===== src/rtl/bb3_pkg.sv =====
// Shared types, widths and constants of the 3x3 box blur stream.
package bb3_pkg;

    // Field widths of the pixel, result and configuration ports.
    localparam int PIX_W      = 8;
    localparam int BLUR_W     = 7;
    localparam int ROW_W      = 12;
    localparam int COL_W      = 11;
    localparam int IMG_W_BITS = 12;
    localparam int IMG_H_BITS = 13;
    localparam int CFG_DATA_W = 13;
    localparam int CFG_IDX_W  = 1;

    // Default size limits of the frame.
    localparam int DEF_MAX_WIDTH  = 2048;
    localparam int DEF_MAX_HEIGHT = 4096;

    // Register reset values, before clamping to the size limits.
    localparam int RST_IMAGE_WIDTH  = 640;
    localparam int RST_IMAGE_HEIGHT = 480;

    // Arithmetic: a column sum of three pixels, a window sum of nine, and the
    // reciprocal of 25 in 16 fractional bits, exact for every window sum.
    localparam int CSUM_W      = 10;
    localparam int SUM_W       = 12;
    localparam int RECIP_W     = 12;
    localparam logic [RECIP_W-1:0] RECIP = 12'd2622;
    localparam int RECIP_SHIFT = 16;

    // Depth of the job queue between the front and back parts.
    localparam int QDEPTH = 8;
    localparam int QAW    = $clog2(QDEPTH);
    localparam int QCW    = $clog2(QDEPTH + 1);

    // Configuration register indexes.
    typedef enum logic [CFG_IDX_W-1:0] {
        REG_IMAGE_WIDTH  = 1'b0,
        REG_IMAGE_HEIGHT = 1'b1
    } bb3_reg_t;

    // Bit positions in a job's result mask, in emission order.
    localparam int RES_DIAG  = 0;  // pixel above and to the left
    localparam int RES_ABOVE = 1;  // pixel above, at a row end
    localparam int RES_LEFT  = 2;  // pixel to the left, in the last row
    localparam int RES_HERE  = 3;  // this pixel, closing the frame
    localparam int RES_N     = 4;

    // One classified input pixel: the results it causes and their payload.
    typedef struct packed {
        logic [BLUR_W-1:0] value;
        logic [ROW_W-1:0]  row;
        logic [COL_W-1:0]  col;
        logic [RES_N-1:0]  mask;
    } bb3_job_t;

endpackage


===== src/rtl/bb3_queue.sv =====
// Short job queue between the front and back parts.
module bb3_queue (
    input  logic                    clk,
    input  logic                    rst_n,
    input  logic                    wr_en,
    input  bb3_pkg::bb3_job_t       wr_job,
    input  logic                    rd_en,
    output bb3_pkg::bb3_job_t       rd_job,
    output logic                    rd_valid,
    output logic [bb3_pkg::QCW-1:0] count
);
    import bb3_pkg::*;

    bb3_job_t         slot_reg [QDEPTH];
    logic [QAW-1:0]   wr_ptr_reg, rd_ptr_reg;
    logic [QCW-1:0]   count_reg;

    assign rd_job   = slot_reg[rd_ptr_reg];
    assign rd_valid = count_reg != '0;
    assign count    = count_reg;

    // Storage.
    always_ff @(posedge clk)
    begin
        if (wr_en)
        begin
            slot_reg[wr_ptr_reg] <= wr_job;
        end
    end

    // Pointers and fill level.
    always_ff @(posedge clk or negedge rst_n)
    begin
        if (!rst_n)
        begin
            wr_ptr_reg <= '0;
            rd_ptr_reg <= '0;
            count_reg  <= '0;
        end
        else
        begin
            if (wr_en)
            begin
                wr_ptr_reg <= (wr_ptr_reg == QAW'(QDEPTH - 1)) ? '0 : wr_ptr_reg + 1'b1;
            end
            if (rd_en)
            begin
                rd_ptr_reg <= (rd_ptr_reg == QAW'(QDEPTH - 1)) ? '0 : rd_ptr_reg + 1'b1;
            end
            count_reg <= count_reg + QCW'(wr_en) - QCW'(rd_en);
        end
    end

endmodule


===== config.mk =====
export PLATFORM = sky130hd
export DESIGN_NAME = bb3_queue
export DESIGN_NICKNAME = d
export VERILOG_FILES = /design/src/rtl/bb3_pkg.sv /design/src/rtl/bb3_queue.sv
export SDC_FILE = /design/constraint.sdc
export NUM_CORES = 1
export LEC_CHECK = 0
export ABC_AREA = 1
export BUFFER_PORTS_ARGS = -buffer_cell sky130_fd_sc_hd__buf_4
export CAP_MARGIN = 0
export CORE_MARGIN = 3
export CORE_UTILIZATION = 57
export CTS_BUF_LIST = sky130_fd_sc_hd__clkbuf_4
export DETAILED_ROUTE_END_ITERATION = 8
export PLACE_DENSITY = 0.85
export REMOVE_ABC_BUFFERS = 1
export SLEW_MARGIN = 25
export SYNTH_ARGS = -nofsm -noshare
export SYNTH_HDL_FRONTEND = slang
export SYNTH_SLANG_ARGS = --single-unit

===== constraint.sdc =====
create_clock -name clk -period 2.5 [get_ports clk]
set_clock_uncertainty 0.15 [all_clocks]
set_input_delay 0.125 -clock clk [delete_from_list [all_inputs] [get_ports clk]]
set_output_delay 0.125 -clock clk [all_outputs]
set_load 0.02 [all_outputs]

==> Word level (Yosys, flattened, before mapping) <==
Memories as Yosys holds them, arrays and structs flattened.
Cells that the tools add are included.
{ "totals": {"n_memories": 1, "mem_bits_rw": 272, "reg_bits": 10, "inputBits": 38} }
{ "memory_table": {"columns": ["name", "depth", "width", "read_ports", "rd_clocked_by_memory_dff", "write_ports", "line", "rtl"], "rows": [
  ["slot_reg", 8, 34, 1, 0, 1, "bb3_queue.sv:14", "bb3_job_t slot_reg [QDEPTH];"]
]} }
{ "op_classes": {"reduce_logical": 1, "mux": 4, "add_sub_neg": 4, "n_eq_ne": 2} }
{ "ops": {"columns": ["cell", "count"], "rows": [
  ["$add 3x1->3 const B", 2],
  ["$eq 3x3->1 const B", 2],
  ["$mux 3", 2],
  ["$add 4x1->4", 1],
  ["$reduce_bool 4->1", 1],
  ["$sub 4x1->4", 1],
  ["$mux 1", 2]
]} }

==> Longest topological paths before layout <==
{ "depth": {"depth_word": 2, "ltp_mapped": 8, "mapped_depth_nobuf": 7} }

==> Worst setup path after synthesis <==
OpenSTA, ideal clock, no wires.
{ "synth_path": {"kind": "flip-flop to flip-flop", "start": "register wr_ptr_reg[0]", "end": "memory slot_reg[0][0] in the netlist's numbering (enable)", "path_slack_ns": -0.079, "period_less_slack_ns": 2.579, "arrival_ns": 2.003, "stages_incl_launch_ff": 4, "n_path_buf": 0, "path_cell_list": "dfrtp_1 inv_1 nand2_1 nor2_1"} }
{ "synth_rtl": {"columns": ["element", "line", "rtl"], "rows": [
  ["from (decl)", "bb3_queue.sv:15", "logic [QAW-1:0] wr_ptr_reg, rd_ptr_reg;"],
  ["from (signal assigned)", "bb3_queue.sv:44", "wr_ptr_reg <= (wr_ptr_reg == QAW'(QDEPTH - 1)) ? '0 : wr_ptr_reg + 1'b1;"],
  ["to (decl)", "bb3_queue.sv:14", null]
]} }
Straight into the memory's write port.

==> impl_metrics.toml <==
[run_status]
status = "complete, but fails checks"
violations = "setup timing"

[drt]
drt-met1-wl_um = 11460
wl_met3_um = 3074
ant_nets = 0
dr.pass1.iters = 7
met2WireLength_um = 15560
drtIter0Drc = 1325
drt_wl_total_um = 30980
wl_per_cell_um = 17.88
vias = 9213
via_per_inst = 5.316
drc = 0
routed.top_layer = "met4"

[worst_setup_path]
crit_type = "reg2out"
endpoint_kind = "output pin"
cp.required_ns = 2.23
worstPathArrival_ns = 2.25
path_max_fanout = 22
cp-start-kind = "flip-flop"

[job]
max-cap-violations = 0

[layout]
syn2layout_area_growth_pct = 20.65
layout.cells.non_filler = 1733
layout-drive-gt1-share = 0.1675
multiInputGateArea_um2 = 2709
final_util = 0.7059
largest_reg_flops = 272
most-common-layout-cells = "nand2_1, inv_1, edfxtp_1"
regArea_um2 = 8427
mostFrequentLayoutCell = "nand2_1"
final_nets = 1455
final.fill_count = 1367

[sta]
timing.fmax_mhz = 396.1
timing.hold.ws_ns = 0.06381
min_period_over_period = 1.010
rsz0062_at_grt = "yes"
setup_ws_ns = -0.02437
finalSetupViolCount = 1
hold_violations = 0
period_minus_slack_ns = 2.524
slew_violations = 0
tightest_slew_ns = 0.6203
relSlewSlack = 0.5855

[global_route]
grt_pass1_vias = 9067
grt_usage = 0.2437
grt_pass1_wl_um = 45440
grt_max_degree = 57
antenna_found_initial = 1
gr-total-overflow = 0

[cts]
clock_path_buffers = 3
cts_tree = "done"
htree_levels = 3
clock_latency_ns = 0.68
cts.clk_slew.worst_paths_ns = 0.08
root_buffer = "clkbuf_4"
cts_buffers = 70
clock-sinks = 282

[placement]
port_buffers = 76
dp_hpwl_um = 15480
dp.cells = 1562
place.gp.congestion = 0.7433

[die]
rows = 53
io_pins = 77
start_util = 0.5851
fp.dieH_um = 153.6
die_w_um = 153.6
dieArea_um2 = 23590
core_region_area_um2 = 21220

[synth]
synth_cell_type_count = 18
ys_warn_count = 0
synth_seq_area_share = 0.6780
syn-cell-area_um2 = 12420
synth_seq_cells = 282
synth_cells = 1241
syn_avg_cell_area_um2 = 10.00

[pwr]
powerDensity_nw_per_um2 = 1062
ir_drop_mv = 0.7023
p_leak_nw = 7.052

[hold_path]
hp-class = "in2reg"
synth_stat cells:
cell	n	share of area
clkbuf_1	8	0.0024
nand2_1	451	0.14
fa_1	1	0.0016
inv_1	285	0.086
clkinv_1	1	0.00030
a21oi_1	1	0.00040
inv_2	1	0.00030
o21ai_0	6	0.0024
buf_4	7	0.0042
buf_6	6	0.0054
buf_2	28	0.011
ha_1	9	0.0091
dfrtp_1	10	0.020
nand3_1	142	0.057
edfxtp_1	272	0.66
xor2_1	2	0.0014
nor2_1	8	0.0024
buf_1	3	0.00091
cell families after synthesis:
kind of cell / after synthesis / synth area share
AOI/OAI and AO/OA: 7 / 0.002821
adders and majority gates: 10 / 0.01068
xor gates and xnor gates: 2 / 0.001411
DFF: 282 / 0.6780
and+or+nand+nor: 601 / 0.1960
buffers and inverters: 339 / 0.1111
worst max-delay path: stages (launching register included):
cell and delay, ns:
dfrtp_4 0.52, buf_12 0.17, clkinv_16 0.10, buf_16 0.17, nand2_1 0.07, nand3_1 0.10
nand2_1 0.07, nand2_1 0.09, nand2_2 0.08, buf_4 0.16
metrics by stage:
stage          setup slack, ns  TNS [ns]  power (mW)  instance area [um2]
2_1_floorplan           -3.272   -130.71       9.214                12110
3_3_place_gp            0.5637         0       11.20                13390
3_5_place_dp            0.4993         0       11.40                13390
4_1_cts               0.008143         0       15.50                14760
5_1_grt               -0.08786    -1.033       16.73                14980
6_report              -0.02437  -0.02437       15.90                14980
layout make-up:
class	instances	area share
Timing Repair inverter	1	0.0007518
Clock buffer	106	0.05312
Tap cell	275	0.02297
Antenna cell	1	0.0001671
Inverter	287	0.07376
Sequential cell	282	0.5626
Clock inverter	16	0.007685
Multi-Input combinational cell	620	0.1808
Timing Repair Buffer	145	0.09815
repair_timing:
action,4_1_cts,5_1_grt
buffers inserted,2,2
hold buffers,38,0
setup endpoints to repair,32,30
endpoints found under the hold margin,292,0
resized for setup,10,18
pin swaps,0,1
gates cloned,1,5
layer usage:
layer  track usage  up-vias
met2        0.4009      571
li1              -     4224
met5             0        -
met4        0.1186        0
met1        0.3139     4332
met3       0.04700       86
power breakdown:
part | internal, mW | total [mW] | leakage, nW | switching, mW
combinational | 2.10 | 5.92 | 3.91 | 3.82
sequential | 5.80 | 5.99 | 2.59 | 0.188
clock | 2.14 | 3.99 | 0.551 | 1.85
total | 10.0 | 15.9 | 7.05 | 5.86
worst paths after layout:
| kind | end | start | depth (start not counted) | slack, ns |
|---|---|---|---|---|
| worst min register to register | wr_ptr_reg[0] | wr_ptr_reg[0] | 2 | 0.47 |
| min in group asynchronous | rd_ptr_reg[0] | rst_n | 3 | 0.34 |
| max in group asynchronous | rd_ptr_reg[1] | rst_n | 3 | 1.44 |
| worst max-delay path | rd_job[3] | rd_ptr_reg[0] | 9 | -0.02 |
| worst max register to register | rd_ptr_reg[1] | rd_ptr_reg[0] | 7 | 0.48 |
| worst min-delay path | slot_reg[3][16] | wr_job[16] | 2 | 0.06 |
No activity file was read; power rests on OpenSTA's default activity.
