### config.mk
export PLATFORM = sky130hd
export DESIGN_NAME = bb3_back
export DESIGN_NICKNAME = d
export VERILOG_FILES = /design/src/rtl/bb3_pkg.sv /design/src/rtl/bb3_back.sv
export SDC_FILE = /design/constraint.sdc
export NUM_CORES = 1
export LEC_CHECK = 0
export BUFFER_PORTS_ARGS = -buffer_cell sky130_fd_sc_hd__buf_2
export CAP_MARGIN = 20
export CELL_PAD_IN_SITES_DETAIL_PLACEMENT = 2
export CELL_PAD_IN_SITES_GLOBAL_PLACEMENT = 2
export CORE_MARGIN = 5
export CORE_UTILIZATION = 37
export CTS_BUF_LIST = sky130_fd_sc_hd__clkbuf_2 sky130_fd_sc_hd__clkbuf_4 sky130_fd_sc_hd__clkbuf_8
export DETAILED_ROUTE_END_ITERATION = 8
export PLACE_DENSITY_LB_ADDON = 0.05
export SLEW_MARGIN = 20
export SYNTH_ARGS = -nofsm -noshare
export SYNTH_HDL_FRONTEND = slang
export SYNTH_SLANG_ARGS = --single-unit
### constraint.sdc
create_clock -name clk -period 3.8 [get_ports clk]
set_clock_uncertainty 0.2 [all_clocks]
set_input_delay 0.76 -clock clk [delete_from_list [all_inputs] [get_ports clk]]
set_output_delay 0.76 -clock clk [all_outputs]
set_load 0.1 [all_outputs]
### src/rtl/bb3_pkg.sv
// Shared types, widths and constants of the 3x3 box blur stream.
package bb3_pkg;

    // Field widths of the pixel, result and configuration ports.
    localparam int PIX_W      = 8;
    localparam int BLUR_W     = 7;
    localparam int ROW_W      = 12;
    localparam int COL_W      = 11;
    localparam int IMG_W_BITS = 12;
    localparam int IMG_H_BITS = 13;
    localparam int CFG_DATA_W = 13;
    localparam int CFG_IDX_W  = 1;

    // Default size limits of the frame.
    localparam int DEF_MAX_WIDTH  = 2048;
    localparam int DEF_MAX_HEIGHT = 4096;

    // Register reset values, before clamping to the size limits.
    localparam int RST_IMAGE_WIDTH  = 640;
    localparam int RST_IMAGE_HEIGHT = 480;

    // Arithmetic: a column sum of three pixels, a window sum of nine, and the
    // reciprocal of 25 in 16 fractional bits, exact for every window sum.
    localparam int CSUM_W      = 10;
    localparam int SUM_W       = 12;
    localparam int RECIP_W     = 12;
    localparam logic [RECIP_W-1:0] RECIP = 12'd2622;
    localparam int RECIP_SHIFT = 16;

    // Depth of the job queue between the front and back parts.
    localparam int QDEPTH = 8;
    localparam int QAW    = $clog2(QDEPTH);
    localparam int QCW    = $clog2(QDEPTH + 1);

    // Configuration register indexes.
    typedef enum logic [CFG_IDX_W-1:0] {
        REG_IMAGE_WIDTH  = 1'b0,
        REG_IMAGE_HEIGHT = 1'b1
    } bb3_reg_t;

    // Bit positions in a job's result mask, in emission order.
    localparam int RES_DIAG  = 0;  // pixel above and to the left
    localparam int RES_ABOVE = 1;  // pixel above, at a row end
    localparam int RES_LEFT  = 2;  // pixel to the left, in the last row
    localparam int RES_HERE  = 3;  // this pixel, closing the frame
    localparam int RES_N     = 4;

    // One classified input pixel: the results it causes and their payload.
    typedef struct packed {
        logic [BLUR_W-1:0] value;
        logic [ROW_W-1:0]  row;
        logic [COL_W-1:0]  col;
        logic [RES_N-1:0]  mask;
    } bb3_job_t;

endpackage

### src/rtl/bb3_back.sv
// Back part: expands each job into its result requests and holds the output register.
module bb3_back (
    input  logic                        clk,
    input  logic                        rst_n,
    input  bb3_pkg::bb3_job_t           job,
    input  logic                        job_valid,
    output logic                        job_pop,
    input  logic                        pop,
    output logic                        empty,
    output logic [bb3_pkg::BLUR_W-1:0]  blurred,
    output logic [bb3_pkg::ROW_W-1:0]   out_row,
    output logic [bb3_pkg::COL_W-1:0]   out_col,
    output logic                        run_last,
    output logic                        frame_last
);
    import bb3_pkg::*;

    bb3_job_t         cur_reg;
    logic [RES_N-1:0] rem_reg, rem_next, sel, rem_after;
    logic             active, out_free, emit, finishing;

    logic              out_v_reg;
    logic [BLUR_W-1:0] blur_reg, blur_next;
    logic [ROW_W-1:0]  row_reg, row_next;
    logic [COL_W-1:0]  col_reg, col_next;
    logic              run_last_reg, frame_last_reg, frame_last_next;

    // Pick the next result of the current job in emission order.
    always_comb
    begin
        sel = '0;
        priority if (rem_reg[RES_DIAG])  sel[RES_DIAG]  = 1'b1;
        else if (rem_reg[RES_ABOVE])     sel[RES_ABOVE] = 1'b1;
        else if (rem_reg[RES_LEFT])      sel[RES_LEFT]  = 1'b1;
        else if (rem_reg[RES_HERE])      sel[RES_HERE]  = 1'b1;
        else                             sel = '0;
    end

    assign active    = rem_reg != '0;
    assign out_free  = !out_v_reg || pop;
    assign emit      = active && out_free;
    assign rem_after = rem_reg & ~sel;
    assign finishing = emit && (rem_after == '0);
    assign job_pop   = job_valid && (!active || finishing);

    always_comb
    begin
        if (job_pop)
        begin
            rem_next = job.mask;
        end
        else if (emit)
        begin
            rem_next = rem_after;
        end
        else
        begin
            rem_next = rem_reg;
        end
    end

    // Payload of the selected result.
    always_comb
    begin
        blur_next       = '0;
        row_next        = cur_reg.row;
        col_next        = cur_reg.col;
        frame_last_next = 1'b0;
        if (sel[RES_DIAG])
        begin
            blur_next = cur_reg.value;
            row_next  = cur_reg.row - 1'b1;
            col_next  = cur_reg.col - 1'b1;
        end
        else if (sel[RES_ABOVE])
        begin
            row_next = cur_reg.row - 1'b1;
        end
        else if (sel[RES_LEFT])
        begin
            col_next = cur_reg.col - 1'b1;
        end
        else
        begin
            frame_last_next = 1'b1;
        end
    end

    // Current job.
    always_ff @(posedge clk or negedge rst_n)
    begin
        if (!rst_n)
        begin
            rem_reg <= '0;
        end
        else
        begin
            rem_reg <= rem_next;
        end
    end

    always_ff @(posedge clk)
    begin
        if (job_pop)
        begin
            cur_reg <= job;
        end
    end

    // Output register.
    always_ff @(posedge clk or negedge rst_n)
    begin
        if (!rst_n)
        begin
            out_v_reg <= 1'b0;
        end
        else if (emit)
        begin
            out_v_reg <= 1'b1;
        end
        else if (pop)
        begin
            out_v_reg <= 1'b0;
        end
    end

    always_ff @(posedge clk)
    begin
        if (emit)
        begin
            blur_reg       <= blur_next;
            row_reg        <= row_next;
            col_reg        <= col_next;
            run_last_reg   <= rem_after == '0;
            frame_last_reg <= frame_last_next;
        end
    end

    assign empty      = !out_v_reg;
    assign blurred    = blur_reg;
    assign out_row    = row_reg;
    assign out_col    = col_reg;
    assign run_last   = run_last_reg;
    assign frame_last = frame_last_reg;

endmodule

---- After elaboration in Yosys (flattened, before gate mapping) ----
Index checks and enable logic that the tools add are counted.
word-level totals
  register bits ........................... 67
  input bits .............................. 38
  word-level logic and storage cells ...... 43
  output and inout port bits .............. 34
operators by class
  mux-type cells .......................... 17
  reductions and logical operators ........ 12
  $add $sub $neg .......................... 2
  bitwise logic cells ..................... 2
operators by type and width
  operator               number
  $mux 11                3
  $mux 12                2
  $sub 12x1->12 const B  1
  $sub 11x1->11 const B  1
  $mux 1                 8
  $mux 4                 2
  $and 4x4->4            1
  $logic_not 4->1        1
  $not 4->4              1
  $reduce_bool 2->1      2
  $reduce_bool 4->1      1
  $logic_and 1x1->1      3
  $mux 3                 1
  $logic_not 1->1        2
  $logic_or 1x1->1       2
  $mux 2                 1
  $reduce_or 2->1        1

---- Logic depth before layout (Yosys ltp) ----
  depth in word-level cells ............... 11
  mapped depth ............................ 5
  mapped depth without buffers ............ 5

---- Worst setup path after synthesis ----
Ideal clock, no wire load.
  path type ............................... input port to output port
  start ................................... input port pop
  end ..................................... output port job_pop
  cell stages on the path ................. 5
  required time ........................... 2.840 ns
  arrival ................................. 2.607 ns
  buffers on the path ..................... 1
  setup slack ............................. 0.233 ns
  path through ............................ nor2b_1 -> clkbuf_1 -> a211oi_1 -> o21ai_0 -> nand2_1
between the ends
  longest elaborated chain between the ends .. 5
RTL lines
  item                RTL line        text
  start: declaration  bb3_back.sv:8   input logic pop,
  $logic_or 1x1->1    bb3_back.sv:40  assign out_free = !out_v_reg || pop;
  $logic_and 1x1->1   bb3_back.sv:41  assign emit = active && out_free;
  $logic_and 1x1->1   bb3_back.sv:43  assign finishing = emit && (rem_after == '0);
  $logic_or 1x1->1    bb3_back.sv:44  assign job_pop = job_valid && (!active || finishing);
  $logic_and 1x1->1   bb3_back.sv:44
  end: declaration    bb3_back.sv:7   output logic job_pop,
No other way between the ends.

---- Worst setup path in the final report ----
  start ................................... register rem_reg[0]
  end ..................................... output port job_pop
between the ends
  longest elaborated chain between the ends .. 7
  elaborated cells between the ends (all ways) .. 11
  those cells by class .................... mux: 2; bitwise: 2; reduce/logical: 7
RTL lines
  item                              RTL line        text
  start: declaration                bb3_back.sv:19  logic [RES_N-1:0] rem_reg, rem_next, sel, rem_after;
  start signal: assignment          bb3_back.sv:98  rem_reg <= rem_next;
  $mux 1 or $mux 3 (tied branches)  bb3_back.sv:32  priority if (rem_reg[RES_DIAG]) sel[RES_DIAG] = 1'b1;
  $not 4->4                         bb3_back.sv:42  assign rem_after = rem_reg & ~sel;
  $and 4x4->4                       bb3_back.sv:42
  $logic_not 4->1                   bb3_back.sv:43
  $logic_and 1x1->1                 bb3_back.sv:43
  $logic_or 1x1->1 *                bb3_back.sv:44
  $logic_and 1x1->1 *               bb3_back.sv:44
Every way passes the cells marked *; elsewhere a longest branch is shown, timed or not.

==> impl_metrics.json <==
{
  "status": "finished, final reports clean",
  "die_h_um": 95.3,
  "cp_data_arrival_time_ns": 2.32,
  "synth_seq_cells": 67,
  "cts_setup_buffers": 0,
  "reg2reg_slack_ns": 1.32,
  "r2r_start": "rem_reg[0]",
  "viasPerCell": 4.70,
  "slew_violations": 0,
  "synthToLayoutAreaGrowth_pct": 24.7,
  "grt-ovfl-total": 0,
  "dp_worst_setup_slack_ns": 0.602,
  "cts_hold_buf": 0,
  "hp-class": "primary input to asynchronous set/reset pin",
  "tightest_slew_ns": 0.930,
  "grt_first_pass_wirelength_um": 9480,
  "start_util_pct": 37.5,
  "nets": 295,
  "htree_levels": 3,
  "final.setup.tns_ns": 0,
  "crit_fanout": 16,
  "clk_pin_slew_worst_paths_ns": 0.07,
  "dp.cells": 343,
  "antenna_found_initial": 0,
  "fin_crit_sh_pct": 86.4,
  "synth_top_area_share_pct": 69.1,
  "cts_buffers": 9,
  "cp-end-kind": "primary output",
  "hold_ws_ns": 0.0300,
  "vias": 1689,
  "fin_cells": 359,
  "cts_resized": 0,
  "num_antenna_cells": 0,
  "gp_congestion": 0.731,
  "path_class": "register to primary output",
  "synth_cells": 176,
  "wl_per_cell_um": 17.0,
  "synth-warning-count": 0,
  "worst_ep_required_time_ns": 2.84,
  "clock_latency_ns": 0.33,
  "cp-startpoint": "rem_reg[0]",
  "first_iter_violations": 62,
  "r2r-end": "cur_reg[32]",
  "max_freq_mhz": 305,
  "rsz0062_at_grt": "false",
  "antenna_left": 0,
  "synth_nets": 216,
  "io_pins": 72,
  "drt-pass1-iter-count": 4,
  "cts_tree": "yes",
  "dp_hpwl_um": 4540,
  "grt_pass1_vias": 1924,
  "start_kind": "register",
  "reg2reg_depth": 5,
  "drc": 0,
  "grt_max_degree": 33,
  "ys_types": 38,
  "drive_above_1_share_pct": 37.7,
  "setup_viol": 0,
  "synth.avg_cell_area_um2": 15.3,
  "period_minus_slack_ns": 3.28,
  "synth_largest_area_cell": "edfxtp_1",
  "core_area_um2": 7180,
  "routed_wl_um": 6100,
  "slew_headroom_pct": 37.9,
  "dieArea_um2": 9090,
  "cts.sinks": 67,
  "clock_path_buffers": 2,
  "hold_viol_final": 0,
  "root_buffer": "clkbuf_8",
  "layout_setup_ws_ns": 0.516,
  "die_w_um": 95.3,
  "placementRows": 31,
  "synth_area_leaders": "edfxtp_1 (69%), dfrtp_1 (4.6%), xnor2_1 (3.9%), xor2_1 (2.6%), and2_1 (1.9%)",
  "yosysSeqAreaShare_pct": 73.8,
  "endpoint": "job_pop",
  "cap_violations": 0,
  "largest_reg_flops": 30,
  "track_usage_pct": 14.5,
  "io_buffers": 71,
  "synth_area_um2": 2690
}
## logic make-up after synthesis
kind of cell | Yosys count | share of synthesized area, %
buffers and inverters | 10 | 1.67
xor gates and xnor gates | 21 | 7.11
and+or+nand+nor | 58 | 12.0
DFF | 67 | 73.8
AOI/OAI and AO/OA | 17 | 4.18
adders and majority gates | 3 | 1.30
## layout make-up
class                   instances  area, um2
fillers                       717       3820
flip-flops and latches         67       1990
multi-input cells              99        669
repair buffers                 72        363
well taps                      99        124
inverters                       6       22.5
clock inverters                 3       40.0
clock buffers                  13        154
## layout by cell type, fill, tap and decap left out, types with 6 or more instances in the layout
cell type,n
xor2_1,8
and2_1,8
edfxtp_1,62
nand2_1,11
o21ai_0,6
nand3_1,7
clkbuf_8,9
buf_2,71
xnor2_1,12
nor2_1,11
## worst min-delay path by stage
stage	startpoint	endpoint
2_1_floorplan	rst_n	out_v_reg
3_3_place_gp	cur_reg[27]	blurred[0]
3_5_place_dp	cur_reg[32]	blurred[5]
4_1_cts	rst_n	out_v_reg
5_1_grt	rst_n	rem_reg[0]
6_report	rst_n	out_v_reg
## per-stage QoR
stage | area, um2 | util [%]
detailed placement | 3170 | 44.1
finish | 3360 | 46.8
floorplan | 2690 | -
CTS | 3360 | 46.8
global placement | 3170 | 44.1
global route | 3360 | 46.8
## routing by layer
layer,GRT usage [%],wire length (um)
met2,26.8,3420
met1,15.3,2290
met4,6.85,87
met3,3.55,299
met5,0,0
## cell usage after synthesis, drive strengths merged
cell type and n:
nand3b 1, o211ai 3, nor3 4, nand4 1
o21ba 1, o31ai 1, a21oi 2, clkbuf 3
ha 2, nor2 12, or4 3, edfxtp 62
nand2b 2, clkinv 1, a211oi 2, xor2 8
or2 1, nand2 11, dfrtp 5, nand3 7
nor4 3, o21ai 7, maj3 1, or3 2
xnor2 13, and2 8, a32oi 1, buf 1
nor2b 2, nor4b 1, inv 5
## worst max-delay path, stage by stage (launching register included)
cell     delay [ns]
dfrtp_1        0.55
or3_1          0.46
nor2_1         0.29
nand2_1        0.10
nand2_1        0.14
buf_2          0.45
Power is left out: the tool's default activity adds up to more than one toggle a clock period on the data nets, which glitch-free logic cannot reach.
